--- config.mk ---
export PLATFORM = sky130hd
export DESIGN_NAME = srk_ctrl
export DESIGN_NICKNAME = d
export VERILOG_FILES = /design/src/sv/srk_pkg.sv /design/src/sv/srk_ctrl.sv
export SDC_FILE = /design/constraint.sdc
export NUM_CORES = 1
export LEC_CHECK = 0
export BUFFER_PORTS_ARGS = -buffer_cell sky130_fd_sc_hd__buf_2
export CAP_MARGIN = 20
export CELL_PAD_IN_SITES_DETAIL_PLACEMENT = 0
export CELL_PAD_IN_SITES_GLOBAL_PLACEMENT = 1
export CORE_MARGIN = 2
export CORE_UTILIZATION = 33
export DETAILED_ROUTE_END_ITERATION = 16
export GPL_TIMING_DRIVEN = 0
export PLACE_DENSITY_LB_ADDON = 0.1
export SKIP_CTS_REPAIR_TIMING = 1
export SLEW_MARGIN = 20
export SYNTH_ARGS = -nofsm -noshare
export SYNTH_HDL_FRONTEND = slang
export SYNTH_SLANG_ARGS = --single-unit
--- constraint.sdc ---
create_clock -name clk -period 1.8 [get_ports clk]
set_input_delay 0 -clock clk [delete_from_list [all_inputs] [get_ports clk]]
set_output_delay 0 -clock clk [all_outputs]
set_load 0.05 [all_outputs]
--- src/sv/srk_pkg.sv ---
// Shared constants and types for the symmetric rank-k update block.
package srk_pkg;

	localparam int unsigned MAX_DIM_DEFAULT = 16;

	localparam int unsigned SIZE_W  = 5;
	localparam int unsigned SCALE_W = 17;
	localparam int unsigned INDEX_W = 4;
	localparam int unsigned DATA_W  = 32;
	localparam int unsigned ACC_W   = 64;
	localparam int unsigned CFG_W   = 17;
	localparam int unsigned CFG_IDX_W = 2;

	localparam logic [SIZE_W-1:0]  SIZE_RESET  = 5'd16;
	localparam logic [SCALE_W-1:0] SCALE_RESET = 17'd13107;

	localparam logic [CFG_IDX_W-1:0] CFG_MATRIX_SIZE  = 2'd0;
	localparam logic [CFG_IDX_W-1:0] CFG_SCALE_FACTOR = 2'd1;

	localparam logic FUNC_LOAD   = 1'b0;
	localparam logic FUNC_UPDATE = 1'b1;

	typedef struct packed {
		logic              capture;
		logic              load_we;
		logic              final_elem;
		logic              first;
		logic              rd_en;
		logic [SIZE_W-1:0] k;
		logic              emit;
	} srk_cmd_t;

endpackage

--- src/sv/srk_ctrl.sv ---
// Controller: accept decode, dot-product sequencing and result timing.
module srk_ctrl import srk_pkg::*; (
	input  logic              clk,
	input  logic              arst_n,
	input  logic              start,
	input  logic              func,
	input  logic [INDEX_W-1:0] row_index,
	input  logic [INDEX_W-1:0] col_index,
	input  logic [SIZE_W-1:0] n_eff,
	output logic              busy,
	output srk_cmd_t          cmd
);

	typedef enum logic [2:0] {
		ST_IDLE,
		ST_RUN,
		ST_FLUSH1,
		ST_FLUSH2,
		ST_DONE
	} state_t;

	state_t            state_q;
	logic [SIZE_W-1:0] k_q;
	logic              accept;
	logic              in_range;
	logic [SIZE_W-1:0] n_last;

	assign busy     = (state_q != ST_IDLE);
	assign accept   = start && !busy;
	assign n_last   = SIZE_W'(n_eff - 5'd1);
	assign in_range = (SIZE_W'(row_index) < n_eff) && (SIZE_W'(col_index) < n_eff);

	always_comb begin
		cmd            = '0;
		cmd.capture    = accept && func && in_range;
		cmd.load_we    = accept && !func && in_range;
		cmd.final_elem = (SIZE_W'(row_index) == n_last) && (SIZE_W'(col_index) == n_last);
		cmd.first      = (state_q == ST_RUN) && (k_q == '0);
		cmd.rd_en      = (state_q == ST_RUN);
		cmd.k          = k_q;
		cmd.emit       = (state_q == ST_DONE);
	end

	always_ff @(posedge clk or negedge arst_n) begin
		if (!arst_n) begin
			state_q <= ST_IDLE;
			k_q     <= '0;
		end else begin
			case (state_q)
				ST_IDLE: begin
					k_q <= '0;
					if (cmd.capture) begin
						state_q <= ST_RUN;
					end
				end
				ST_RUN: begin
					if (k_q == n_last) begin
						state_q <= ST_FLUSH1;
					end else begin
						k_q <= SIZE_W'(k_q + 5'd1);
					end
				end
				ST_FLUSH1: state_q <= ST_FLUSH2;
				ST_FLUSH2: state_q <= ST_DONE;
				ST_DONE:   state_q <= ST_IDLE;
				default:   state_q <= ST_IDLE;
			endcase
		end
	end

	assert property (@(posedge clk) disable iff (!arst_n)
		(state_q == ST_RUN) |-> (k_q < n_eff))
		else $error("dot-product index past matrix size");

endmodule

==> metrics.txt <==
input/output buffers 28; post-DR vias/cell 5.24; layout cell share with drive strength beyond 1 0.393; fin util 0.444; final WL ~2200 microns; DR vias 870; Hold Path Class in2reg; setup TNS 0 ps; Total Nets Final roughly 160; Initial DRC Count 32; CTS tree done; placed cell count ~160; area leader, netlist dfrtp_1; outcome finished, final reports clean; post-route ant nets 0; vias in the first global route between 800 and 900; Final Power approximately 1.4 mW; DR DRC count 0; WP data arrival about 1900 ps; Initial Utilization 0.340; # rows 19; EDFF count, synth 0; Ports 29; Min Hold Slack 98.4 ps; Max Root-Sink Buffers 2; Crit Path Class in2reg; min Tclk post-route about 1800 ps; post-route setup slack roughly 43 ps; Total GRT Usage 0.144; Mapped Area roughly 900 sq um; filler instances around 300; ys async rst share 1.00; top post-synthesis cells by area dfrtp_1 (22%), ha_1 (15%), xnor3_2 (5.2%); Worst-Margin Slew approximately 430 ps; Worst-path clk slew about 50 ps; Syn. warnings 0; diode count 0; Pins Over Slew Limit 0; MaxCap Viol Count 0; final hold vios 0; Peak supply drop around 0.7 mV; Die W between 50 and 60 microns; Layout area overhead 30.4%; P per Cell Area about 1200 nW/um^2; Leakage Power just under 0.6 nW; area share of the largest cell type after synthesis 0.217; Reg2Reg Depth 4; Syn Nets between 100 and 150; Slew headroom 0.711; f_max between 500 and 600 MHz; global-route wire length before repair around 3600 microns; worst-path fanout max 7; CTS root buf clkbuf_4; critical path endpoint category flop; Final setup viols 0; final non-filler cell total roughly 170; WHS Path Cells 3; clk_skew 2.31 ps; DR pass1 iterations 4; Die Ht 56.9 microns; Avg Synthesized Cell Area just under 9 sq um; Congestion Overflow GR 0; post-synthesis sequential area ratio 0.217; clk sinks 8; crit start category input port; period utilisation layout 0.976; Cells after Synth 104; Final GP Congestion between 0.7 and 0.8; post-route cell area roughly 1200 sq um; placed inst area 1140 sq um; HPWL Detailed between 1500 and 2000 microns; die area around 3200 sq um; worst path required time roughly 1900 ps; Num CTS Buffers 3; core area between 2000 and 3000 sq um; synthesized flop and latch total 8; DP Worst Slack -278 ps; initial antenna violation count 0; CTS H-Tree Depth 1; pin count of the biggest net entering global routing 10; drt wl/cell about 13 microns; library cells used by synthesis roughly 40; worst skew pair latency 260 ps; top cells by count, synth ha_1 (11), nor2_1 (11), inv_1 (10); Main synth FF type dfrtp_1
[critical path, cell delays in order]
cell	delay, ps
buf_2	110
inv_1	100
ha_1	230
nor3b_4	260
xor3_2	460
or3_4	420
a311o_1	320
[sequential cells by signal, summed over array words and instances, names as in the netlist]
signal and cells:
k_q 5, state_q 3
[layer usage]
metal,vias up,track usage,routed length [microns],part of all wire
met5,-,0,0,0
met4,0,0.0299,14,0.0065
met3,2,0.0599,153,0.071
met2,23,0.216,950,0.44
met1,401,0.194,1040,0.48
li1,444,-,-,-
[worst paths after layout]
kind	startpoint	endpoint	slack [ps]
min in group asynchronous	arst_n	k_q[2]	120
worst max-delay path	n_eff[1]	k_q[3]	40
max in group asynchronous	arst_n	k_q[4]	1500
worst max register to register	k_q[1]	k_q[3]	110
worst min-delay path	start	state_q[0]	100
worst min register to register	state_q[2]	state_q[2]	560
[layout make-up]
cell class	count	area [sq um]	share of cell area
Clock buffer	4	26.3	0.0219
Inverter	10	37.5	0.0312
Multi-Input combinational cell	84	736	0.612
Sequential cell	8	209	0.174
Tap cell	31	38.8	0.0323
Timing Repair Buffer	29	155	0.129
[where the power goes]
part           internal [mW]  total [mW]  switching (mW)  leakage (nW)
Clock                 0.0849       0.148          0.0634        0.0150
Sequential             0.239       0.333          0.0936        0.0947
Combinational          0.336       0.958           0.623         0.471
Total                  0.660        1.44           0.779         0.580
[cell usage in the layout (no fill, tap or decap), types with 3 or more instances in the layout]
cell type	instances
nand3_1	4
xor2_1	4
clkbuf_4	5
o21ai_0	6
nor2_1	11
dfrtp_2	7
nand2_1	4
inv_1	9
nor3b_1	3
ha_1	11
buf_2	26
[logic make-up after synthesis]
kind of cell,synth area share
muxes,0.0122
AOI/OAI and AO/OA,0.152
buffers and inverters,0.0489
adders and majority gates,0.149
DFF,0.217
and+or+nand+nor,0.285
xor gates and xnor gates,0.136
No activity file was read; power rests on OpenSTA's default activity.
